[src/design/rrw_pkg.sv]
`timescale 1ns / 1ps

package rrw_pkg;

    // command codes on s_tuser
    localparam logic [1:0] CMD_CLEAR = 2'd0;
    localparam logic [1:0] CMD_DRAW  = 2'd1;
    localparam logic [1:0] CMD_READ  = 2'd2;

    // configuration register indexes
    localparam logic [1:0] REG_CANVAS_WIDTH    = 2'd0;
    localparam logic [1:0] REG_CANVAS_HEIGHT   = 2'd1;
    localparam logic [1:0] REG_BACKGROUND_CHAR = 2'd2;

    localparam logic [9:0] RESET_CANVAS_WIDTH    = 10'd512;
    localparam logic [9:0] RESET_CANVAS_HEIGHT   = 10'd512;
    localparam logic [7:0] RESET_BACKGROUND_CHAR = 8'd32;

    localparam logic [7:0] LETTER_FILLED  = 8'h52;  // 'R'
    localparam logic [7:0] LETTER_OUTLINE = 8'h72;  // 'r'

    localparam int QUEUE_DEPTH = 4;
    localparam int QPTR_W      = 2;

    // signed cell coordinate, wide enough for any edge and any clipped index
    typedef logic signed [13:0] coord_t;

    typedef enum logic [1:0] {
        JOB_CLEAR,
        JOB_DRAW,
        JOB_READ,
        JOB_REPLY
    } job_kind_t;

    typedef struct packed {
        job_kind_t   kind;
        logic        status;
        logic        fill;
        coord_t      r0;
        coord_t      r1;
        coord_t      c0;
        coord_t      c1;
        logic [7:0]  ch;
        logic [8:0]  read_row;
        logic [8:0]  read_col;
    } job_t;

    typedef struct packed {
        logic [9:0] width;
        logic [9:0] height;
        logic [7:0] background;
    } canvas_cfg_t;

    typedef enum logic [1:0] {
        BK_IDLE,
        BK_SWEEP,
        BK_EMIT
    } back_state_t;

endpackage

[src/design/rrw_queue.sv]
`timescale 1ns / 1ps

module rrw_queue (
    input  logic          aclk,
    input  logic          aresetn,
    input  logic          in_valid,
    output logic          in_ready,
    input  rrw_pkg::job_t in_job,
    output logic          out_valid,
    input  logic          out_ready,
    output rrw_pkg::job_t out_job
);

    rrw_pkg::job_t                mem_reg [rrw_pkg::QUEUE_DEPTH];
    logic [rrw_pkg::QPTR_W-1:0]   wr_ptr_reg, wr_ptr_next;
    logic [rrw_pkg::QPTR_W-1:0]   rd_ptr_reg, rd_ptr_next;
    logic [rrw_pkg::QPTR_W:0]     count_reg, count_next;
    logic                         push, pop;

    always_comb begin
        in_ready  = (count_reg != (rrw_pkg::QPTR_W + 1)'(rrw_pkg::QUEUE_DEPTH));
        out_valid = (count_reg != '0);
        push      = in_valid && in_ready;
        pop       = out_valid && out_ready;

        wr_ptr_next = push ? wr_ptr_reg + 1'b1 : wr_ptr_reg;
        rd_ptr_next = pop ? rd_ptr_reg + 1'b1 : rd_ptr_reg;
        count_next  = count_reg;
        if (push && !pop) begin
            count_next = count_reg + 1'b1;
        end else if (pop && !push) begin
            count_next = count_reg - 1'b1;
        end
    end

    always_ff @(posedge aclk) begin
        if (!aresetn) begin
            wr_ptr_reg <= '0;
            rd_ptr_reg <= '0;
            count_reg  <= '0;
        end else begin
            wr_ptr_reg <= wr_ptr_next;
            rd_ptr_reg <= rd_ptr_next;
            count_reg  <= count_next;
        end
        if (push) begin
            mem_reg[wr_ptr_reg] <= in_job;
        end
    end

    assign out_job = mem_reg[rd_ptr_reg];

endmodule

[config.mk]
export PLATFORM = sky130hd
export DESIGN_NAME = rrw_queue
export DESIGN_NICKNAME = d
export VERILOG_FILES = /design/src/design/rrw_pkg.sv /design/src/design/rrw_queue.sv
export SDC_FILE = /design/constraint.sdc
export NUM_CORES = 1
export LEC_CHECK = 0
export BUFFER_PORTS_ARGS = -buffer_cell sky130_fd_sc_hd__buf_2
export CAP_MARGIN = 5
export CORE_ASPECT_RATIO = 0.6
export CORE_UTILIZATION = 25
export DETAILED_ROUTE_END_ITERATION = 7
export SETUP_SLACK_MARGIN = 0.4
export SLEW_MARGIN = 20
export SYNTH_ARGS = -nofsm -noshare
export SYNTH_HDL_FRONTEND = slang
export SYNTH_SLANG_ARGS = --single-unit
[constraint.sdc]
create_clock -name aclk -period 4.1 [get_ports aclk]
set_input_delay 0.41 -clock aclk [delete_from_list [all_inputs] [get_ports aclk]]
set_output_delay 0.41 -clock aclk [all_outputs]
set_load 0.01 [all_outputs]
Word-level counts from Yosys, hierarchy flattened:

Memory sizes are Yosys's and may differ from the RTL's. A register that Yosys moved wholly into a read port is not among the register bits.
Index checks and enable logic that the tools add are counted.

* shifts and indexed selects: 0
* $add $sub $neg: 4
* muxes and demuxes: 6
* reduce and logical (&&, ||, !) cells: 8
* equal/unequal tests: 1
* order comparisons: 0
* $mul: 0
* divide/modulo/power cells: 0
* bitwise logic cells: 0

Operator list (count)
* two-way mux 3 bit: 2
* adder 2 x 1 -> 2 bit, second input constant: 2
* logical AND 1 bit: 4
* two-way mux 2 bit: 2
* adder 3 x 1 -> 3 bit, second input constant: 1
* != test 3 bit, second input constant: 1
* nonzero test 3 bit: 1
* subtractor 3 x 1 -> 3 bit, second input constant: 1
* logical NOT 1 bit: 2
* two-way mux 1 bit: 2
* nonzero test 2 bit: 1

* RAM bits: 344
* memories: 1
* ROM bits: 0
* word-level logic and storage cells: 23
* input port bits: 90
* output and inout port bits: 88
* register bits after elaboration: 7
* latch bits: 0

Memories
* mem_reg: words 4, bits a word 86, read ports 1, clocked after Yosys merged registers in 1, wr ports 1, RTL line rrw_queue.sv:14 `rrw_pkg::job_t mem_reg [rrw_pkg::QUEUE_DEPTH];`

Logic depth before layout (Yosys ltp):

* depth after elaboration: 6
* mapped depth: 8
* mapped depth without buffers: 8

Least setup slack after synthesis:

OpenSTA, ideal clock, no wires.

* kind: register -> register
* from: register count_reg[0] (netlist name)
* to: memory mem_reg[0][0] (netlist name) (enable)
* required time: 3.646 ns
* arrival time: 2.819 ns
* clock period less this slack: 3.273 ns
* setup slack: 0.827 ns
* stages on the path, launching flop included: 4
* setup time: 0.454 ns
* buffers on the path: 0
* path through: dfxtp_1 nor2_1 a21boi_2 and2_1

* cells in the longest elaborated chain, start to end: 4

RTL lines
* start, declared: RTL line rrw_queue.sv:17 `logic [rrw_pkg::QPTR_W:0] count_reg, count_next;`
* start signal, assigned: RTL line rrw_queue.sv:44 `count_reg <= count_next;`
* != test 3 bit: RTL line rrw_queue.sv:21 `in_ready = (count_reg != (rrw_pkg::QPTR_W + 1)'(rrw_pkg::QUEUE_DEPTH));`
* logical AND 1 bit: RTL line rrw_queue.sv:23 `push = in_valid && in_ready;`
* via push: RTL line rrw_queue.sv:18 `logic push, pop;`
* two-way mux 1 bit: RTL line rrw_queue.sv:46 `if (push) begin`
* two-way mux 1 bit (implied by the code): RTL line rrw_queue.sv:47 `mem_reg[wr_ptr_reg] <= in_job;`
* end, declared: RTL line rrw_queue.sv:14

The timed path passes the listed nets, and every way through them passes these cells.

==> run_results.csv <==
group,metric,value,unit
status,status,"finished, final reports clean",
yosys,synth_largest_area_cell,"edfxtp_1",
global_route,grt_pass1_vias,5916,
worst_hold_path,hold_class,"input pin to flip-flop",
clock_tree,clk_latency,0.51,ns
global_route,grtUsageTotal,9.36,%
pwr,leakagePower,5.14,nW
finish,layout-drive-gt1-share,45.2,%
place,portBuffers,177,
sta,hold_viol_final,0,
floorplanning,coreArea,0.0510,mm2
setup_path,max_stage_delay,0.75,ns
sta,finalMaxSlewViolations,0,
place,dpl.hpwl,15100,um
setup_path,arrival,2.42,ns
yosys,netlist_area,0.0129,mm2
routing,viasPerCell,4.04,
floorplanning,die_area,0.0526,mm2
pwr,peakVddDrop,272,uV
routing,vias,5728,
global_route,antenna_found_initial,8,
floorplanning,initial_core_util,25.3,%
yosys,syn_inst,498,
routing,wirelength,25200,um
setup_path,crit_required,3.69,ns
clock_tree,cts_sinks,353,
clock_tree,cts_buffers,36,
sta,worstMarginPinSlew,0.938,ns
clock_tree,post-cts-setup-buffers,0,
place,gp_congestion,0.701,
clock_tree,htree_num_levels,2,
clock_tree,post_cts_resized,0,
routing,ant_nets,0,
floorplanning,die_x,295,um
clock_tree,clk_path_buf_depth,3,
finish,instances_no_fill,1419,
clock_tree,ctsHoldBuffers,0,
yosys,yosysWarnings,0,
routing,post-route-drc-count,0,
finish,design_area,0.0158,mm2
floorplanning,rows,64,
clock_tree,cts_tree,"done",
yosys,ys_ff_latch,353,
setup_path,cp-start-kind,"flip-flop",
run,max-cap-violations,0,
setup_path,crit_buf_inv,2,
routing,wire_per_inst,17.8,um
yosys,yosys.cell_types.count,23,
place,dpl_cell_area,0.0147,mm2
sta,setup_tns,0,ns
finish,nets,798,
sta,rsz0062_at_grt,"false",
finish,utilization,31.0,%
yosys,synthTopCellsByArea,"edfxtp_1 (80%), mux4_2 (15%), dfxtp_1 (1.4%)",
setup_path,critPathTopFamily,"flip-flops",
clock_tree,cts-root-buf,"clkbuf_16",
setup_path,cp-end-kind,"primary output",
clock_tree,clk_pin_slew,0.07,ns
place,dp.cells,1357,
global_route,grt_max_degree,56,
finish,largest_reg_flops,344,
global_route,grt_first_pass_wirelength,36600,um
pwr,power_density,626,mW/mm2
floorplanning,die_h,178,um
pwr,power,9.89,mW
setup_path,crit_path_max_fanout,32,
yosys,synth-seq-area-share,81.4,%
sta,period_needed,2.83,ns
yosys,synth_nets,594,
sta,period_share,69.1,%
yosys,avgSynthCellArea,25.9,um2
routing,drt-initial-drc-count,307,
setup_path,crit_chain,"buf_12 -> mux4_2 -> buf_2",
routing,dr.pass1.iters,6,
sta,final-setup-viol-count,0,
sta,slew_headroom,37.5,%
finish,antenna_cells,0,
yosys,synth_top_area_share,80.0,%
setup_path,worstSetupPathType,"flip-flop to primary output",
floorplanning,pin_count,178,
global_route,overflow,0,
sta,fmax,353,MHz
sta,skew,0.0149,ns
setup_path,r2r_start,"count_reg[0]",
finish,syn2layout_area_growth,22.3,%
setup_path,slowest_stage,"dfxtp_4",
worst_hold_path,hp-start,"in_job[18]",
## worst paths after layout
kind	to	slack (ns)	depth (start not counted)
worst max-delay path	out_job[19]	1.27	3
worst min-delay path	mem_reg[0][18]	0.11	1
worst max register to register	mem_reg[1][39]	1.65	4
worst min register to register	wr_ptr_reg[0]	0.51	2
## logic make-up (layout without fill, tap and decap cells)
family,Yosys count,count (layout),synth area share [%]
flops,353,353,81.4
buf+inv,24,252,1.48
mux,89,89,15.2
fa+ha+maj,6,6,0.639
simple gates,17,17,0.707
compound gates,5,5,0.310
xor+xnor,4,4,0.271
## report_power, final
group	switching (mW)	internal [mW]	total (mW)
logic	1.07	1.06	2.12
clock network	1.29	1.89	3.19
registers	0.197	4.38	4.58
total	2.56	7.33	9.89
## cell usage in the layout, fill, tap and decap left out, drive strengths merged
master	count
fa	1
o21ai	1
bufinv	4
clkinvlp	1
o311ai	1
mux4	86
or3	2
and2	8
clkbuf	42
nor2b	1
o31ai	1
edfxtp	344
mux2i	3
ha	5
xor2	1
nor2	1
nand2	5
dfxtp	9
inv	3
buf	187
xnor2	3
clkinv	15
a21boi	2
## Yosys cell counts (all sizes together)
master / n
a21boi: 2
ha: 5
fa: 1
o21ai: 1
edfxtp: 344
o311ai: 1
or3: 2
inv: 3
and2: 8
clkbuf: 5
o31ai: 1
dfxtp: 9
mux4: 86
nand2: 5
mux2i: 3
xor2: 1
nor2: 1
nor2b: 1
buf: 16
xnor2: 3
## metal layers
metal / share of wire, % / track usage, % / up-vias
li1: - / - / 2544
met1: 42 / 11.6 / 2965
met2: 48 / 15.3 / 157
met3: 7.8 / 3.54 / 52
met4: 1.9 / 2.40 / 10
met5: 0.29 / 0 / -
## cell type report
class	instances	area (um2)
inverters	3	11.3
clock inverters	20	195
multi-input cells	121	2230
repair buffers	187	1040
well taps	693	867
fillers	4916	35200
flip-flops and latches	353	10500
clock buffers	42	945
## through the flow
| step | hold WS, ns | setup slack, ns |
|---|---|---|
| detailed placement | 0.502 | 1.57 |
| global route | 0.0771 | 1.09 |
| global placement | 0.492 | 1.61 |
| CTS | 0.0664 | 1.15 |
| finish | 0.114 | 1.27 |
| floorplan | 0.468 | 0.827 |
(Power assumes the default switching activity.)
