$ cat src/design/rrw_pkg.sv
`timescale 1ns / 1ps

package rrw_pkg;

    // command codes on s_tuser
    localparam logic [1:0] CMD_CLEAR = 2'd0;
    localparam logic [1:0] CMD_DRAW  = 2'd1;
    localparam logic [1:0] CMD_READ  = 2'd2;

    // configuration register indexes
    localparam logic [1:0] REG_CANVAS_WIDTH    = 2'd0;
    localparam logic [1:0] REG_CANVAS_HEIGHT   = 2'd1;
    localparam logic [1:0] REG_BACKGROUND_CHAR = 2'd2;

    localparam logic [9:0] RESET_CANVAS_WIDTH    = 10'd512;
    localparam logic [9:0] RESET_CANVAS_HEIGHT   = 10'd512;
    localparam logic [7:0] RESET_BACKGROUND_CHAR = 8'd32;

    localparam logic [7:0] LETTER_FILLED  = 8'h52;  // 'R'
    localparam logic [7:0] LETTER_OUTLINE = 8'h72;  // 'r'

    localparam int QUEUE_DEPTH = 4;
    localparam int QPTR_W      = 2;

    // signed cell coordinate, wide enough for any edge and any clipped index
    typedef logic signed [13:0] coord_t;

    typedef enum logic [1:0] {
        JOB_CLEAR,
        JOB_DRAW,
        JOB_READ,
        JOB_REPLY
    } job_kind_t;

    typedef struct packed {
        job_kind_t   kind;
        logic        status;
        logic        fill;
        coord_t      r0;
        coord_t      r1;
        coord_t      c0;
        coord_t      c1;
        logic [7:0]  ch;
        logic [8:0]  read_row;
        logic [8:0]  read_col;
    } job_t;

    typedef struct packed {
        logic [9:0] width;
        logic [9:0] height;
        logic [7:0] background;
    } canvas_cfg_t;

    typedef enum logic [1:0] {
        BK_IDLE,
        BK_SWEEP,
        BK_EMIT
    } back_state_t;

endpackage

$ cat src/design/rrw_front.sv
`timescale 1ns / 1ps

module rrw_front (
    input  logic               aclk,
    input  logic               aresetn,
    input  logic               in_valid,
    output logic               in_ready,
    input  logic [1:0]         command,
    input  logic signed [18:0] rect_x,
    input  logic signed [18:0] rect_y,
    input  logic signed [18:0] rect_width,
    input  logic signed [18:0] rect_height,
    input  logic [7:0]         shape_letter,
    input  logic [7:0]         draw_char,
    input  logic [8:0]         read_row,
    input  logic [8:0]         read_col,
    output logic               job_valid,
    input  logic               job_ready,
    output rrw_pkg::job_t      job
);

    logic          job_valid_reg, job_valid_next;
    rrw_pkg::job_t job_reg, job_next;

    logic signed [19:0] x_w, y_w, x_far, y_far, x_up, y_up;
    logic               letter_ok, size_ok;

    always_comb begin
        x_w   = 20'(rect_x);
        y_w   = 20'(rect_y);
        x_far = x_w + 20'(rect_width);
        y_far = y_w + 20'(rect_height);
        // ceil of Q.8 is floor of (v + 255)
        x_up  = x_w + 20'sd255;
        y_up  = y_w + 20'sd255;

        letter_ok = (shape_letter == rrw_pkg::LETTER_FILLED) ||
                    (shape_letter == rrw_pkg::LETTER_OUTLINE);
        size_ok   = !rect_width[18] && (rect_width != 19'sd0) &&
                    !rect_height[18] && (rect_height != 19'sd0);

        job_next          = job_reg;
        job_valid_next    = job_valid_reg;
        in_ready          = !job_valid_reg || job_ready;

        if (job_valid_reg && job_ready) begin
            job_valid_next = 1'b0;
        end

        if (in_valid && in_ready) begin
            job_valid_next    = 1'b1;
            job_next.status   = 1'b0;
            job_next.fill     = (shape_letter == rrw_pkg::LETTER_FILLED);
            job_next.c0       = 14'(x_up >>> 8);
            job_next.c1       = 14'(x_far >>> 8);
            job_next.r0       = 14'(y_up >>> 8);
            job_next.r1       = 14'(y_far >>> 8);
            job_next.ch       = draw_char;
            job_next.read_row = read_row;
            job_next.read_col = read_col;
            unique case (command)
                rrw_pkg::CMD_CLEAR: job_next.kind = rrw_pkg::JOB_CLEAR;
                rrw_pkg::CMD_DRAW: begin
                    if (letter_ok && size_ok) begin
                        job_next.kind = rrw_pkg::JOB_DRAW;
                    end else begin
                        job_next.kind   = rrw_pkg::JOB_REPLY;
                        job_next.status = 1'b1;
                    end
                end
                rrw_pkg::CMD_READ: job_next.kind = rrw_pkg::JOB_READ;
                default: job_next.kind = rrw_pkg::JOB_REPLY;
            endcase
        end
    end

    always_ff @(posedge aclk) begin
        if (!aresetn) begin
            job_valid_reg <= 1'b0;
        end else begin
            job_valid_reg <= job_valid_next;
        end
        job_reg <= job_next;
    end

    assign job_valid = job_valid_reg;
    assign job       = job_reg;

endmodule

$ cat config.mk
export PLATFORM = sky130hd
export DESIGN_NAME = rrw_front
export DESIGN_NICKNAME = d
export VERILOG_FILES = /design/src/design/rrw_pkg.sv /design/src/design/rrw_front.sv
export SDC_FILE = /design/constraint.sdc
export NUM_CORES = 1
export LEC_CHECK = 0
export BUFFER_PORTS_ARGS = -buffer_cell sky130_fd_sc_hd__buf_2
export CORE_MARGIN = 8
export CORE_UTILIZATION = 38
export DETAILED_ROUTE_END_ITERATION = 7
export GPL_ROUTABILITY_DRIVEN = 0
export PLACE_DENSITY = 0.73
export SYNTH_ARGS = -nofsm -noshare
export SYNTH_HDL_FRONTEND = slang
export SYNTH_SLANG_ARGS = --single-unit
$ cat constraint.sdc
create_clock -name aclk -period 3.9 [get_ports aclk]
set_input_delay 0.39 -clock aclk [delete_from_list [all_inputs] [get_ports aclk]]
set_output_delay 0.39 -clock aclk [all_outputs]
set_load 0.1 [all_outputs]
Yosys cells after proc, flatten, opt, wreduce, memory -nomap -nowiden
Index checks and enable logic that the tools add are counted.
{"block": "op_classes", "add_sub_neg": 4, "eq_ne": 4, "mux": 5, "n_reduce_logical": 15}
{"operator": "19-bit by 19-bit adder with 20-bit output", "count": 2}
{"operator": "19-bit by 9-bit adder with 20-bit output (second input constant)", "count": 2}
{"operator": "19-bit nonzero test", "count": 2}
{"operator": "8-bit by 7-bit == test with 1-bit output (second input constant)", "count": 2}
{"operator": "1-bit logical AND", "count": 6}
{"operator": "2-bit case mux with 3 select lines", "count": 1}
{"operator": "1-bit zero test", "count": 3}
{"operator": "1-bit 2-to-1 mux", "count": 3}
{"operator": "2-bit by 1-bit == test with 1-bit output (second input constant)", "count": 1}
{"operator": "2-bit == test (second input constant)", "count": 1}
{"operator": "2-bit zero test", "count": 1}
{"operator": "1-bit logical OR", "count": 2}
{"operator": "2-bit 2-to-1 mux", "count": 1}
{"operator": "2-bit nonzero test", "count": 1}
{"block": "totals", "regBits": 79, "input_bits": 116, "out_inout_bits": 88, "elab_cells": 39}

Depth between registers and ports, before layout
{"block": "logic_depth", "word_depth": 7, "mapped_depth": 8, "depth_no_buf": 8}

Worst setup path before layout
OpenSTA, ideal clock, no wires.
{"block": "synth_path", "kind": "register -> register", "start": "reg job_valid_reg, in the netlist job_valid", "end": "reg job_reg, in the netlist job[0], enable pin", "setup_ps": 444, "arrival_ps": 3497, "t_required_ps": 3456, "path_slack_ps": -41, "stages_incl_launch_ff": 3, "n_path_buf": 0, "synth_period_minus_slack_ps": 3941, "cell_sequence": "dfxtp_1 -> nand2b_1 -> and2_1"}
{"block": "synth_between", "elab_chain_cells": 3}
{"element": "from (decl)", "line": "rrw_front.sv:22", "source": "logic job_valid_reg, job_valid_next;"}
{"element": "from (signal assigned)", "line": "rrw_front.sv:81", "source": "job_valid_reg <= job_valid_next;"}
{"element": "1-bit zero test", "line": "rrw_front.sv:44", "source": "in_ready = !job_valid_reg || job_ready;"}
{"element": "1-bit logical OR", "line": "rrw_front.sv:44"}
{"element": "via in_ready", "line": "rrw_front.sv:7", "source": "output logic in_ready,"}
{"element": "1-bit logical AND", "line": "rrw_front.sv:50", "source": "if (in_valid && in_ready) begin"}
{"element": "to (signal assigned)", "line": "rrw_front.sv:83", "source": "job_reg <= job_next;"}
{"element": "to (decl)", "line": "rrw_front.sv:23", "source": "rrw_pkg::job_t job_reg, job_next;"}
The timed path passes the listed nets, and every way through them passes these cells.
A chain may end at the register's enable or synchronous reset.

Worst setup path in the final report
{"block": "layout_path", "start": "in rect_x[4]", "end": "reg job_reg, in the netlist job[33], data pin"}
{"block": "layout_between", "elab_chain_cells": 1}
{"element": "from (decl)", "line": "rrw_front.sv:9", "source": "input logic signed [18:0] rect_x,"}
{"element": "19-bit by 19-bit adder with 20-bit output", "line": "rrw_front.sv:31", "source": "x_far = x_w + 20'(rect_width);"}
{"element": "via x_far[15]", "line": "rrw_front.sv:25", "source": "logic signed [19:0] x_w, y_w, x_far, y_far, x_up, y_up;"}
The timed path passes the listed nets, and every way through them passes these cells.

==> metrics.csv <==
stage,metric,value,unit
run_status,outcome,"finished, final reports clean",
cells_and_area,"Area growth, synth to finish",31.8,%
sta,RSZ-0062 raised after global routing,no,
yosys,number of flops mapped to enable cells by yosys,78,
cells_and_area,multi-input combinational cell area,1800,um2
pwr,Worst VDD drop,205,uV
sta,final worst path period share,52.6,%
yosys,sequential share of the synthesized area,55.7,%
clocking,postcts setup bufs,0,
yosys,post-synth top area share,55.3,%
drt,ANT nets after route,0,
floorplan,Initial Util,39.1,%
cells_and_area,# nets final,691,
clocking,worst skew pair latency,0.36,ns
cells_and_area,FILL cells,949,
worst_setup_path,critical path capture point type,flop,
yosys,most frequent cells after synthesis,"78 x edfxtp_1, 36 x ha_1, 26 x nor2_1, 23 x xnor2_1, 19 x nand2_1",
worst_setup_path,Setup crit start kind,input port,
worst_setup_path,reg2reg path depth,2,
worst_setup_path,crit-path cells,"buf_2, ha_1, a211oi_2, nor2_1, o41ai_4, a21o_1, o21ai_2, a21o_1, xor2_1",
global_route,antenna violations before repair,0,
clocking,clock buffer depth,2,
drt,Initial DRC Count,154,
clocking,Worst-path clk slew,0.08,ns
placement,post-detail-place hpwl,9.33,mm
yosys,Mapped Cells,334,
worst_hold_path,hold path startpoint,draw_char[4],
cells_and_area,final core occ,51.5,%
global_route,GRT overflow,0,
worst_setup_path,slowest CP cell,o41ai_4,
worst_setup_path,CP most frequent cell,a21o_1,
drt,drt wl/cell,16.6,um
drt,Pre-antenna DRT Iters,4,
yosys,average size of a mapped cell,12.7,um2
worst_setup_path,worst path arrival time,2.15,ns
yosys,Synth area leader,edfxtp_1,
yosys,"Distinct cells, synth",48,
yosys,top_reg_cell synth,edfxtp_1,
clocking,Inserted Clock Buffers,9,
worst_setup_path,kind of critical path,input port to flop,
sta,Setup TNS,0,ns
worst_setup_path,CP bufs+invs,1,
floorplan,die area,14800,um2
worst_setup_path,CP Launch Point,rect_x[4],
yosys,most frequent cell after synthesis,edfxtp_1,
cells_and_area,share of cells above drive strength 1,42.8,%
floorplan,Die H,122,um
pwr,P_leak,2.45,nW
placement,Port Buffer Count,203,
clocking,CTS root buffer,clkbuf_8,
cells_and_area,Antenna diodes,0,
floorplan,Ports,204,
floorplan,chip width,122,um
yosys,Synthesized Nets,486,
worst_setup_path,CP Data Required Time,4.00,ns
worst_setup_path,Max stage delay on crit path,0.33,ns
pwr,Pwr Density,479,nW/um2
floorplan,Core Rows,38,
global_route,largest net degree at the start of global routing,79,
drt,via count,3365,
job,maxcap violations,0,
cells_and_area,total area of sequential cells,2360,um2
drt,final wirelength,11.3,mm
sta,Max Transition Viols Final,0,
worst_hold_path,Hold Path Stages,1,
drt,DRC Markers,0,
sta,Slew headroom,30.4,%
cells_and_area,max reg flops,78,
yosys,#FFs+latches synth,79,
clocking,# hold bufs at CTS,0,
yosys,Async SR Flop Fraction,0,%
worst_setup_path,flop2flop setup slack,2.23,ns
clocking,number of H-tree levels,3,
worst_setup_path,Worst path top cell family by delay,compound AO/OA/AOI/OAI gates,
clocking,post-cts resize count,0,
sta,Max Fclk,488,MHz
worst_setup_path,crit-path max FO,4,
worst_setup_path,Crit path depth,9,
global_route,first-pass GRT wire length,17.5,mm
sta,worst slew pin tran,1.04,ns
yosys,Post-Syn Area,4240,um2
sta,final count of negative-setup-slack endpoints,0,
worst_setup_path,R2R Path Start,job_valid$_SDFFE_PN0P_,
floorplan,core footprint,10800,um2
worst_hold_path,hold crit path type,input port to flop,
clocking,CTS tree,built,
sta,clk_skew,0.00962,ns
clocking,clock sinks,79,
yosys,main area contributors after synthesis,"edfxtp_1 55%, ha_1 11%, xnor2_1 4.8%",
drt,vias per inst,4.92,
global_route,vias in the first global route,3543,
sta,Tmin final,2.05,ns
yosys,Synthesis Warnings,0,
global_route,GRT Total Usage,15.0,%
sta,final hold violations,0,
## metal layers
layer  global-route usage (%)  vias to the layer above  routed length [um]
li1                         -                     1684                   -
met1                     17.8                     1547                4770
met2                     25.1                      122                5480
met3                     3.93                       12                 881
met4                     6.71                        0                 212
met5                        0                        -                   0
## final cells by class
type | instances | share of cell area [%]
Tap cell | 140 | 3.14
Timing Repair Buffer | 203 | 18.2
Multi-Input combinational cell | 242 | 32.2
Clock inverter | 7 | 1.70
Clock buffer | 9 | 2.22
Sequential cell | 79 | 42.3
Inverter | 4 | 0.269
## power breakdown
group	internal (mW)	switching (mW)	leakage, nW
clock network	0.363	0.319	0.110
logic	0.199	0.752	1.58
registers	1.03	0.0189	0.763
total	1.59	1.09	2.45
## per-stage QoR
stage / hold slack (ns) / power (mW) / setup WS (ns) / cells / area [um2]
global placement: 0.509 / 2.01 / 1.56 / 668 / 5370
detailed placement: 0.532 / 2.02 / 1.53 / 668 / 5370
finish: 0.213 / 2.68 / 1.85 / 684 / 5590
global route: 0.179 / 2.78 / 1.68 / 684 / 5590
CTS: 0.184 / 2.71 / 1.91 / 684 / 5590
floorplan: 0.489 / 1.83 / 0.771 / 334 / 4240
## worst reg2reg max path: stages (launching register included)
cell and delay (ns):
dfxtp_1 0.32, nand2b_1 0.09, and2_4 0.84
## kinds of logic after synthesis
kind of cell	Yosys count	synth area share, %
and+or+nand+nor	103	12.7
DFF	79	55.7
adders and majority gates	36	10.6
muxes	1	0.236
buffers and inverters	13	1.86
AOI/OAI and AO/OA	63	10.8
xor gates and xnor gates	39	8.06
## final timing paths
kind,to
worst max-delay path,job[33]$_DFFE_PP_
worst max register to register,job[65]$_DFFE_PP_
worst min register to register,job_valid$_SDFFE_PN0P_
worst min-delay path,job[22]$_DFFE_PP_
## cell usage in the layout (no fill, tap or decap), types with 4 or more instances in the layout
master	instances
a21o_1	9
a21oi_1	16
a21oi_2	4
buf_2	203
clkbuf_8	9
edfxtp_1	78
ha_1	36
inv_1	4
nand2_1	19
nand2b_1	5
nand3_1	16
nor2_1	26
nor2b_1	4
nor4_1	12
o21a_1	4
o21ai_0	8
xnor2_1	23
xor2_1	16
Note: power is estimated with default switching activity, not from simulation.
