**src/design/rrw_pkg.sv**
```systemverilog
`timescale 1ns / 1ps

package rrw_pkg;

    // command codes on s_tuser
    localparam logic [1:0] CMD_CLEAR = 2'd0;
    localparam logic [1:0] CMD_DRAW  = 2'd1;
    localparam logic [1:0] CMD_READ  = 2'd2;

    // configuration register indexes
    localparam logic [1:0] REG_CANVAS_WIDTH    = 2'd0;
    localparam logic [1:0] REG_CANVAS_HEIGHT   = 2'd1;
    localparam logic [1:0] REG_BACKGROUND_CHAR = 2'd2;

    localparam logic [9:0] RESET_CANVAS_WIDTH    = 10'd512;
    localparam logic [9:0] RESET_CANVAS_HEIGHT   = 10'd512;
    localparam logic [7:0] RESET_BACKGROUND_CHAR = 8'd32;

    localparam logic [7:0] LETTER_FILLED  = 8'h52;  // 'R'
    localparam logic [7:0] LETTER_OUTLINE = 8'h72;  // 'r'

    localparam int QUEUE_DEPTH = 4;
    localparam int QPTR_W      = 2;

    // signed cell coordinate, wide enough for any edge and any clipped index
    typedef logic signed [13:0] coord_t;

    typedef enum logic [1:0] {
        JOB_CLEAR,
        JOB_DRAW,
        JOB_READ,
        JOB_REPLY
    } job_kind_t;

    typedef struct packed {
        job_kind_t   kind;
        logic        status;
        logic        fill;
        coord_t      r0;
        coord_t      r1;
        coord_t      c0;
        coord_t      c1;
        logic [7:0]  ch;
        logic [8:0]  read_row;
        logic [8:0]  read_col;
    } job_t;

    typedef struct packed {
        logic [9:0] width;
        logic [9:0] height;
        logic [7:0] background;
    } canvas_cfg_t;

    typedef enum logic [1:0] {
        BK_IDLE,
        BK_SWEEP,
        BK_EMIT
    } back_state_t;

endpackage

```
**src/design/rrw_back.sv**
```systemverilog
`timescale 1ns / 1ps

module rrw_back #(
    parameter int ROW_W = 9,
    parameter int COL_W = 9
) (
    input  logic                     aclk,
    input  logic                     aresetn,
    input  rrw_pkg::canvas_cfg_t     cfg,
    input  logic                     job_valid,
    output logic                     job_ready,
    input  rrw_pkg::job_t            job,
    output logic                     ram_wr_en,
    output logic [ROW_W+COL_W-1:0]   ram_wr_addr,
    output logic [7:0]               ram_wr_data,
    output logic                     ram_rd_en,
    output logic [ROW_W+COL_W-1:0]   ram_rd_addr,
    input  logic [7:0]               ram_rd_data,
    output logic                     res_valid,
    input  logic                     res_ready,
    output logic                     res_status,
    output logic [7:0]               res_cell
);

    rrw_pkg::back_state_t state_reg, state_next;

    rrw_pkg::coord_t row_reg, row_next, col_reg, col_next;
    rrw_pkg::coord_t cs_reg, cs_next, ce_reg, ce_next, re_reg, re_next;
    rrw_pkg::coord_t r0_reg, r0_next, r1_reg, r1_next;
    rrw_pkg::coord_t c0_reg, c0_next, c1_reg, c1_next;
    logic            fill_reg, fill_next;
    logic [7:0]      ch_reg, ch_next;
    logic            status_reg, status_next;
    logic            from_ram_reg, from_ram_next;
    logic            out_valid_reg, out_valid_next;
    logic            out_status_reg, out_status_next;
    logic [7:0]      out_cell_reg, out_cell_next;

    rrw_pkg::coord_t h_c, w_c, h_m1, w_m1, rs, re, cs, ce;
    logic [12:0]     rr_ext, cc_ext;
    logic            read_hit, on_edge;

    always_comb begin
        h_c    = rrw_pkg::coord_t'({4'b0, cfg.height});
        w_c    = rrw_pkg::coord_t'({4'b0, cfg.width});
        h_m1   = h_c - 14'sd1;
        w_m1   = w_c - 14'sd1;
        // clip the rectangle to the canvas
        rs     = job.r0[13] ? 14'sd0 : job.r0;
        re     = (job.r1 > h_m1) ? h_m1 : job.r1;
        cs     = job.c0[13] ? 14'sd0 : job.c0;
        ce     = (job.c1 > w_m1) ? w_m1 : job.c1;
        rr_ext = {4'b0, job.read_row};
        cc_ext = {4'b0, job.read_col};
        read_hit = ({1'b0, job.read_row} < cfg.height) &&
                   ({1'b0, job.read_col} < cfg.width);
        on_edge  = (row_reg == r0_reg) || (row_reg == r1_reg) ||
                   (col_reg == c0_reg) || (col_reg == c1_reg);

        state_next      = state_reg;
        row_next        = row_reg;
        col_next        = col_reg;
        cs_next         = cs_reg;
        ce_next         = ce_reg;
        re_next         = re_reg;
        r0_next         = r0_reg;
        r1_next         = r1_reg;
        c0_next         = c0_reg;
        c1_next         = c1_reg;
        fill_next       = fill_reg;
        ch_next         = ch_reg;
        status_next     = status_reg;
        from_ram_next   = from_ram_reg;
        out_valid_next  = out_valid_reg;
        out_status_next = out_status_reg;
        out_cell_next   = out_cell_reg;

        job_ready   = 1'b0;
        ram_wr_en   = 1'b0;
        ram_wr_addr = {row_reg[ROW_W-1:0], col_reg[COL_W-1:0]};
        ram_wr_data = ch_reg;
        ram_rd_en   = 1'b0;
        ram_rd_addr = {rr_ext[ROW_W-1:0], cc_ext[COL_W-1:0]};

        if (out_valid_reg && res_ready) begin
            out_valid_next = 1'b0;
        end

        unique case (state_reg)
            rrw_pkg::BK_IDLE: begin
                job_ready = 1'b1;
                if (job_valid) begin
                    status_next   = job.status;
                    from_ram_next = 1'b0;
                    state_next    = rrw_pkg::BK_EMIT;
                    unique case (job.kind)
                        rrw_pkg::JOB_CLEAR: begin
                            row_next   = 14'sd0;
                            col_next   = 14'sd0;
                            cs_next    = 14'sd0;
                            ce_next    = w_m1;
                            re_next    = h_m1;
                            fill_next  = 1'b1;
                            ch_next    = cfg.background;
                            state_next = rrw_pkg::BK_SWEEP;
                        end
                        rrw_pkg::JOB_DRAW: begin
                            row_next  = rs;
                            col_next  = cs;
                            cs_next   = cs;
                            ce_next   = ce;
                            re_next   = re;
                            r0_next   = job.r0;
                            r1_next   = job.r1;
                            c0_next   = job.c0;
                            c1_next   = job.c1;
                            fill_next = job.fill;
                            ch_next   = job.ch;
                            if (rs <= re && cs <= ce) begin
                                state_next = rrw_pkg::BK_SWEEP;
                            end
                        end
                        rrw_pkg::JOB_READ: begin
                            // data shows up on the port while in BK_EMIT
                            ram_rd_en     = read_hit;
                            from_ram_next = read_hit;
                        end
                        rrw_pkg::JOB_REPLY: begin
                        end
                    endcase
                end
            end
            rrw_pkg::BK_SWEEP: begin
                ram_wr_en = fill_reg || on_edge;
                if (col_reg == ce_reg) begin
                    col_next = cs_reg;
                    row_next = row_reg + 14'sd1;
                    if (row_reg == re_reg) begin
                        state_next = rrw_pkg::BK_EMIT;
                    end
                end else begin
                    col_next = col_reg + 14'sd1;
                end
            end
            rrw_pkg::BK_EMIT: begin
                if (!out_valid_reg || res_ready) begin
                    out_valid_next  = 1'b1;
                    out_status_next = status_reg;
                    out_cell_next   = from_ram_reg ? ram_rd_data : 8'd0;
                    state_next      = rrw_pkg::BK_IDLE;
                end
            end
            default: state_next = rrw_pkg::BK_IDLE;
        endcase
    end

    always_ff @(posedge aclk) begin
        if (!aresetn) begin
            state_reg     <= rrw_pkg::BK_IDLE;
            out_valid_reg <= 1'b0;
        end else begin
            state_reg     <= state_next;
            out_valid_reg <= out_valid_next;
        end
        row_reg        <= row_next;
        col_reg        <= col_next;
        cs_reg         <= cs_next;
        ce_reg         <= ce_next;
        re_reg         <= re_next;
        r0_reg         <= r0_next;
        r1_reg         <= r1_next;
        c0_reg         <= c0_next;
        c1_reg         <= c1_next;
        fill_reg       <= fill_next;
        ch_reg         <= ch_next;
        status_reg     <= status_next;
        from_ram_reg   <= from_ram_next;
        out_status_reg <= out_status_next;
        out_cell_reg   <= out_cell_next;
    end

    assign res_valid  = out_valid_reg;
    assign res_status = out_status_reg;
    assign res_cell   = out_cell_reg;

endmodule
```
**config.mk**
```make
export PLATFORM = sky130hd
export DESIGN_NAME = rrw_back
export DESIGN_NICKNAME = d
export VERILOG_FILES = /design/src/design/rrw_pkg.sv /design/src/design/rrw_back.sv
export SDC_FILE = /design/constraint.sdc
export NUM_CORES = 1
export LEC_CHECK = 0
export BUFFER_PORTS_ARGS = -buffer_cell sky130_fd_sc_hd__buf_2
export CAP_MARGIN = 5
export CORE_UTILIZATION = 61
export DETAILED_ROUTE_END_ITERATION = 8
export GPL_ROUTABILITY_DRIVEN = 0
export PLACE_DENSITY = 0.92
export SYNTH_ARGS = -nofsm -noshare
export SYNTH_HDL_FRONTEND = slang
export SYNTH_SLANG_ARGS = --single-unit
```
**constraint.sdc**
```tcl
create_clock -name aclk -period 9.52 [get_ports aclk]
set_input_delay 1.904 -clock aclk [delete_from_list [all_inputs] [get_ports aclk]]
set_output_delay 1.904 -clock aclk [all_outputs]
set_load 0.01 [all_outputs]
```
* Word-level counts from Yosys, hierarchy flattened
Cells that the tools add are included.
** Word-level totals
- Flip-flop bits (word level) :: 149
- Logic and storage cells :: 93
** Cells by class
- Reductions and logical operators :: 20
- $add $sub $neg :: 4
- Equality and inequality tests :: 15
- Order comparisons :: 6
- Muxes and demuxes :: 31
** Operators by type and width (number)
- 14-bit case mux with 2 select lines :: 6
- 14-bit equality test :: 6
- 14-bit 2-to-1 mux :: 6
- 14-bit by 2-bit adder with 14-bit output (second input constant) :: 2
- 14-bit by 11-bit greater-than comparator with 1-bit output :: 2
- 14-bit <= comparator :: 2
- 13-bit 2-to-1 mux :: 2
- 10-bit by 1-bit subtractor with 11-bit output (second input constant) :: 2
- 9-bit by 10-bit < comparator with 1-bit output :: 2
- 8-bit case mux with 2 select lines :: 1
- 2-bit 2-to-1 mux :: 5
- 3-bit AND reduction :: 3
- 1-bit 2-to-1 mux :: 8
- 2-bit != test (second input constant) :: 4
- 4-bit AND reduction :: 2
- 2-bit case mux with 3 select lines :: 1
- 1-bit logical OR :: 5
- 2-bit by 1-bit equality test with 1-bit output (second input constant) :: 2
- 2-bit equality test (second input constant) :: 2
- 2-bit zero test :: 2
- 2-bit case mux with 2 select lines :: 1
- 2-bit AND reduction :: 2
- 2-bit nonzero test :: 2
- 1-bit logical AND :: 3
- other kinds (3) :: 3

* Depth between registers and ports, before layout
Gate-level depths: netlist of the first run.
- Depth in word-level cells :: 9
- Depth in mapped cells :: 25
- Mapped depth without buffers :: 23

* Worst setup path before layout of the first run
OpenSTA, ideal clock, no wires.
- Kind :: input-to-reg
- From :: in cfg[12] in the netlist's numbering
- To :: reg state_reg[0]
- Stages :: 20
- Library setup time :: 0.069 ns
- Path slack :: 3.059 ns
- Arrival :: 6.393 ns
- Cells stage by stage :: nor4_1 -> nand4_1 -> nor3_1 -> inv_1 -> ha_1 -> and4_1 -> nand3_1 -> or3_1 -> a21oi_4 -> clkbuf_1 -> o21ai_0 -> ha_1 -> a21oi_1 -> nand2_1 -> a211oi_1 -> o2111ai_1 -> a22oi_1 -> nand4_1 -> a211oi_2 -> a41o_1
** Between the ends
- Longest elaborated chain between the ends :: 9
** Ends and longest elaborated chain
- from (decl) :: RTL line rrw_back.sv:9 : input rrw_pkg::canvas_cfg_t cfg,
- 10-bit by 1-bit subtractor with 11-bit output (*) :: RTL line rrw_back.sv:46 : h_m1 = h_c - 14'sd1;
- 14-bit by 11-bit greater-than comparator with 1-bit output :: RTL line rrw_back.sv:50 : re = (job.r1 > h_m1) ? h_m1 : job.r1;
- 14-bit 2-to-1 mux (*) :: RTL line rrw_back.sv:50
- 14-bit <= comparator (*) :: RTL line rrw_back.sv:119 : if (rs <= re && cs <= ce) begin
- 1-bit logical AND (*) :: RTL line rrw_back.sv:119
- 2-bit 2-to-1 mux (*) :: RTL line rrw_back.sv:119
- 2-bit case mux with 2 select lines (*) :: RTL line rrw_back.sv:96 : unique case (job.kind)
- 2-bit 2-to-1 mux (*) :: RTL line rrw_back.sv:92 : if (job_valid) begin
- 2-bit case mux with 3 select lines (*) :: RTL line rrw_back.sv:89 : unique case (state_reg)
- to (signal assigned) :: RTL line rrw_back.sv:159 : state_reg <= rrw_pkg::BK_IDLE;
- to (signal assigned) :: RTL line rrw_back.sv:162 : state_reg <= state_next;
- to (decl) :: RTL line rrw_back.sv:25 : rrw_pkg::back_state_t state_reg, state_next;
Every way passes the cells marked *; elsewhere a longest branch is shown, timed or not. The select of a mux whose other input is x is not followed.
A chain may end at the register's enable or synchronous reset.

* Worst setup path after layout of the first run
Same ends and word-level chain as after synthesis.

==> impl_metrics.json, run 1 <==
{
  "status": "finished clean",
  "ir_drop_uv": 129,
  "grt_start_max_net_pins": 58,
  "min_period_over_period": 0.768,
  "drt-wirelength-per-cell_um": 19.8,
  "antenna_found_initial": 2,
  "detail-route-antenna-nets": 0,
  "stdcell_count": 1290,
  "critPathSlowestCell": "nor3_1",
  "clock_sink_count": 148,
  "fin_worst_hold_slack_ns": 0.418,
  "min-delay-start": "status_reg$_DFFE_PP_",
  "critical_path_class": "in -> reg",
  "dieArea_sq_um": 16800,
  "path_cells": "buf_2 -> nor4_1 -> nand4_1 -> nor3_1 -> inv_1 -> ha_1 -> and4_1 -> nand3_1 -> or3_1 -> a21oi_4 -> o21ai_0 -> ha_1 -> a21oi_1 -> nand2_1 -> a211oi_1 -> o2111ai_1 -> a22oi_1 -> nand4_1 -> a211oi_2 -> a41o_1",
  "postCtsResizedCells": 0,
  "synth.avg_cell_area_sq_um": 10.6,
  "drt-total-wl_um": 25600,
  "grt_overflow": 0,
  "power.total_mw": 1.77,
  "worstPathMaxFanout": 25,
  "die_h_um": 130,
  "tightest_slew_ns": 1.20,
  "first_global_vias": 7568,
  "fin_crit_ns": 7.31,
  "crit_required_ns": 9.89,
  "grt_util_all_layers": 0.313,
  "r2r-end": "row_reg[9]$_DFFE_PP_",
  "die_x_um": 130,
  "yosysSeqAreaShare": 0.445,
  "fmax_mhz": 137,
  "syn2layout_area_growth_pct": 13.5,
  "slowest_delay_ns": 0.76,
  "cts_hold_buf": 0,
  "rsz0062_at_grt": "false",
  "vias_per_cell": 6.05,
  "min_path_type": "reg -> reg",
  "drcViolationCount": 0,
  "path_clk_slew_ns": 0.06,
  "clk_latency_ns": 0.43,
  "hold_viol": 0,
  "final_cell_mix": "buf_2, edfxtp_1, nand2_1",
  "rrSetupSlack_ns": 5.90,
  "crit_family": "simple AND/OR/NAND/NOR gates",
  "critPathBufInv": 2,
  "ys_seq_elements": 148,
  "async_flop_share": 0,
  "synthesis.area_sq_um": 9930,
  "r2r_cells": 4,
  "whs_endpoint": "res_status$_DFFE_PP_",
  "ys_types": 65,
  "max-slew-margin-rel": 0.196,
  "first_pass_iters": 6,
  "syn-num-nets": 1131,
  "leakagePower_nw": 4.68,
  "cts_buffer_depth": 2,
  "startpoint_type": "primary input",
  "rows": 46,
  "p_per_area_nw_per_um2": 157,
  "synth_edf_count": 145,
  "layout-drive-gt1-share": 0.239,
  "initial_core_util": 0.625,
  "cp-end-kind": "flip-flop",
  "reg2reg_from": "col_reg[0]$_DFFE_PP_",
  "synthCells": 935,
  "core_area_sq_um": 15900,
  "ctsHtreeMaxLevel": 4,
  "numCtsBuffers": 17,
  "cts_setup_buffers": 0,
  "postLayoutSetupSlackWorst_ns": 2.21,
  "finalClockSkew_ns": 0.0106,
  "clock-root-buffer": "clkbuf_16",
  "io_buffers": 182,
  "yosysWarnings": 0,
  "final_common_cell": "buf_2",
  "crit_arrival_ns": 7.68,
  "setup_viol_count_final": 0,
  "synth_ff_type": "edfxtp_1",
  "grt_pass1_wl_um": 39400,
  "slew_violations": 0,
  "drt_iter0_drc": 989,
  "drv_cap": 0,
  "io_pins": 183,
  "place_inst": 1256,
  "cts_tree": "built",
  "finalSetupTns_ns": 0,
  "hold_depth": 0,
  "place_worst_setup_slack_ns": 2.00,
  "layout.nets": 1256,
  "vias": 7809,
  "num-fill-cells": 1084,
  "dp_hpwl_um": 18400
}
[stage by stage]
step / cell area (sq um) / util
final: 11300 / 0.709
after detailed placement: 10700 / 0.673
after global routing: 11300 / 0.709
after CTS: 11300 / 0.709
after floorplan: 9930 / -
after global placement: 10700 / 0.673
[power by group]
part / internal, mW / switching [mW] / total (mW)
registers: 0.763 / 0.0428 / 0.805
logic: 0.132 / 0.182 / 0.313
clock network: 0.383 / 0.271 / 0.654
[cells by family after synthesis]
group | Yosys count | synth area share
compound gates | 130 | 0.0834
simple gates | 287 | 0.155
buf+inv | 129 | 0.0653
fa+ha+maj | 72 | 0.0904
flops | 148 | 0.445
xor+xnor | 130 | 0.117
mux | 39 | 0.0440
[cell type report]
cell class	count	area, sq um	share of cell area
repair buffers	187	948	0.0842
inverters	48	180	0.0160
flip-flops and latches	148	4410	0.392
clock buffers	18	429	0.0381
multi-input cells	658	4890	0.434
clock inverters	14	138	0.0122
well taps	216	270	0.0240
diodes	1	2.50	0.000222
[synth_stat cells, types with 13 or more instances]
cell | number | area (sq um)
nor4_1 | 16 | 100
o21ai_0 | 56 | 280
nand3_1 | 33 | 165
inv_1 | 48 | 180
edfxtp_1 | 145 | 4350
xnor2_1 | 56 | 490
clkbuf_1 | 36 | 135
ha_1 | 70 | 876
nor2b_1 | 31 | 194
xor2_1 | 72 | 631
nor2_1 | 35 | 131
buf_4 | 37 | 278
mux2_2 | 13 | 146
nand2b_1 | 13 | 81.3
nand4_1 | 21 | 131
nand2_1 | 73 | 274
and2_1 | 22 | 138
a21oi_1 | 20 | 100
mux2i_1 | 20 | 200
[how the worst max path moves through the flow]
stage,depth (start not counted),from,slack (ns),end
after floorplan,20,cfg[12],3.06,state_reg[0]$_SDFFE_PN0P_
after global placement,20,cfg[12],2.36,state_reg[0]$_SDFFE_PN0P_
after detailed placement,20,cfg[12],2.00,state_reg[0]$_SDFFE_PN0P_
after CTS,20,cfg[12],2.38,state_reg[0]$_SDFFE_PN0P_
after global routing,20,cfg[12],1.80,state_reg[0]$_SDFFE_PN0P_
final,20,cfg[12],2.21,state_reg[0]$_SDFFE_PN0P_
[metal layers]
| metal | part of all wire | global-route usage | vias up |
|---|---|---|---|
| met5 | 0.00031 | 0 | - |
| met4 | 0.037 | 0.150 | 2 |
| met3 | 0.11 | 0.0714 | 90 |
| met2 | 0.46 | 0.505 | 539 |
| met1 | 0.39 | 0.401 | 3621 |
| li1 | - | - | 3557 |
(Power assumes the default switching activity.)
==> run 2: changes to the inputs <==
--- a/config.mk
+++ b/config.mk
@@ -7,10 +7,10 @@
 export LEC_CHECK = 0
 export BUFFER_PORTS_ARGS = -buffer_cell sky130_fd_sc_hd__buf_2
 export CAP_MARGIN = 5
-export CORE_UTILIZATION = 61
+export CORE_UTILIZATION = 51
 export DETAILED_ROUTE_END_ITERATION = 8
 export GPL_ROUTABILITY_DRIVEN = 0
-export PLACE_DENSITY = 0.92
+export PLACE_DENSITY = 0.83
 export SYNTH_ARGS = -nofsm -noshare
 export SYNTH_HDL_FRONTEND = slang
 export SYNTH_SLANG_ARGS = --single-unit
==> constraint.sdc (replaced) <==
create_clock -name aclk -period 6.3 [get_ports aclk]
set_input_delay 1.26 -clock aclk [delete_from_list [all_inputs] [get_ports aclk]]
set_output_delay 1.26 -clock aclk [all_outputs]
set_load 0.01 [all_outputs]
==> run 2 against run 1 <==
  * Clock power up 70%
  * Sequential cell count unchanged
  * Worst setup slack got worse by 1.7 ns
  * Sequential share of layout area decreased by 0.63 points
  * Clock skew shrank 0.0053 ns
==> impl_metrics.json, run 2 (synthesis gave the netlist of run 1 again) <==
{
  "slew_violations": 0,
  "detail-route-antenna-nets": 0,
  "rows": 50,
  "leakagePower_nw": 4.74,
  "p_int_mw": 2.07,
  "io_buffers": 182,
  "reg2reg_from": "col_reg[0]$_DFFE_PP_",
  "placed_area_sq_um": 10800,
  "path_cells": "buf_2 -> or4_1 -> or4_1 -> ha_1 -> and4_1 -> and3_1 -> and4_1 -> o21bai_1 -> a31o_2 -> mux2i_1 -> ha_1 -> a211oi_1 -> nor2_1 -> nor4_1 -> o211ai_1 -> a22oi_1 -> nand4_1 -> a211oi_2 -> a41o_1",
  "comb_power_share": 0.166,
  "initial_core_util": 0.525,
  "ctsHtreeMaxLevel": 4,
  "stdcell_count": 1340,
  "p_seq_frac": 0.436,
  "ir_drop_uv": 156,
  "clock-root-buffer": "clkbuf_16",
  "grt_pass1_wl_um": 37900,
  "setup_viol_count_final": 0,
  "critPathSlowestCell": "or4_1",
  "num-fill-cells": 1560,
  "critical_path_class": "in -> reg",
  "layout-drive-gt1-share": 0.243,
  "rsz0062_at_grt": "false",
  "finalClockSkew_ns": 0.00536,
  "min_path_type": "reg -> reg",
  "drcViolationCount": 0,
  "p_switching_uw": 719,
  "p_sw_frac": 0.258,
  "postLayoutSetupSlackWorst_ns": 0.490,
  "dp_hpwl_um": 18200,
  "place_inst": 1307,
  "cts_buffer_depth": 2,
  "core_area_sq_um": 18900,
  "io_pins": 183,
  "die_x_um": 142,
  "final_common_cell": "buf_2",
  "slowest_delay_ns": 0.61,
  "critical_path.startpoint": "cfg[22]",
  "p_per_area_nw_per_um2": 243,
  "cts_setup_buffers": 0,
  "dieArea_sq_um": 20000,
  "crit_arrival_ns": 6.18,
  "tightest_slew_ns": 1.02,
  "drt-wirelength-per-cell_um": 18.0,
  "layout.nets": 1262,
  "finalSetupTns_ns": 0,
  "fin_crit_ns": 5.81,
  "cp-end-kind": "flip-flop",
  "drv_cap": 0,
  "postCtsResizedCells": 0,
  "antenna_found_initial": 0,
  "numCtsBuffers": 17,
  "first_pass_iters": 6,
  "startpoint_type": "primary input",
  "vias": 7492,
  "drt-total-wl_um": 24100,
  "cts_hold_buf": 0,
  "clk_latency_ns": 0.43,
  "drt_iter0_drc": 806,
  "worstPathMaxFanout": 20,
  "final_cell_mix": "buf_2, edfxtp_1, nand2_1",
  "min_period_over_period": 0.922,
  "min-delay-start": "status_reg$_DFFE_PP_",
  "grt_overflow": 0,
  "grt_util_all_layers": 0.250,
  "design_area_sq_um": 11500,
  "max-slew-margin-rel": 0.315,
  "crit_required_ns": 6.67,
  "place_worst_setup_slack_ns": 0.0441,
  "post-route-util": 0.606,
  "hold_viol": 0,
  "vias_per_cell": 5.59,
  "status": "finished clean",
  "die_h_um": 142,
  "grt_start_max_net_pins": 58,
  "cts_tree": "built",
  "clock_sink_count": 148,
  "fmax_mhz": 172,
  "first_global_vias": 7161,
  "power.share.clock": 0.397,
  "path_clk_slew_ns": 0.06,
  "syn2layout_area_growth_pct": 15.4
}
run 2: cell types whose count changed in the layout (fill, tap and decap cells not counted), sizes merged:
cell / delta
buf: +6
bufinv: +3
inv: -1
clkinv: -4
clkbuf: +2
run 2: final cells by class:
class	instances	area, sq um	area share
inverter	48	180	0.0157
tap	260	325	0.0284
clock buffer	20	447	0.0390
clock inverter	12	204	0.0178
sequential	148	4410	0.385
timing repair buffer	193	993	0.0867
multi-input combinational	658	4890	0.427
antenna	1	2.50	0.000218
run 2: final timing paths:
| kind | endpoint | cells after the start | slack (ns) |
|---|---|---|---|
| worst max-delay path | state_reg[0]$_SDFFE_PN0P_ | 19 | 0.49 |
| worst min-delay path | res_status$_DFFE_PP_ | 0 | 0.43 |
| worst max register to register | state_reg[0]$_SDFFE_PN0P_ | 6 | 3.18 |
| worst min register to register | res_status$_DFFE_PP_ | 0 | 0.43 |
run 2: metrics by stage:
stage	power [mW]	hold slack, ns
3_5_place_dp	1.69	0.405
5_1_grt	2.90	0.438
3_3_place_gp	1.68	0.405
4_1_cts	2.80	0.429
2_1_floorplan	1.54	0.400
6_report	2.79	0.428
run 2: routing by layer:
metal  vias up  GRT usage  wire [um]  share of wire
li1       3573          -          -              -
met1      3504      0.348      10400           0.43
met2       374      0.393      11000           0.46
met3        41     0.0422       2080          0.086
met4         0     0.0962        587          0.024
met5         -          0          0              0
run 2: power by group through the flow:
stage	clock, mW	combinational, mW	sequential, mW
global route	1.17	0.514	1.22
detailed placement	0	0.458	1.23
CTS	1.12	0.463	1.21
floorplan	0	0.339	1.20
global placement	0	0.444	1.23
finish	1.11	0.463	1.22
run 2: critical path: cells and delay by family:
family / cells / cell delay (ns)
compound gates: 7 / 1.55
fa+ha+maj: 2 / 0.69
buf+inv: 1 / 0.12
mux: 1 / 0.25
simple gates: 8 / 2.32
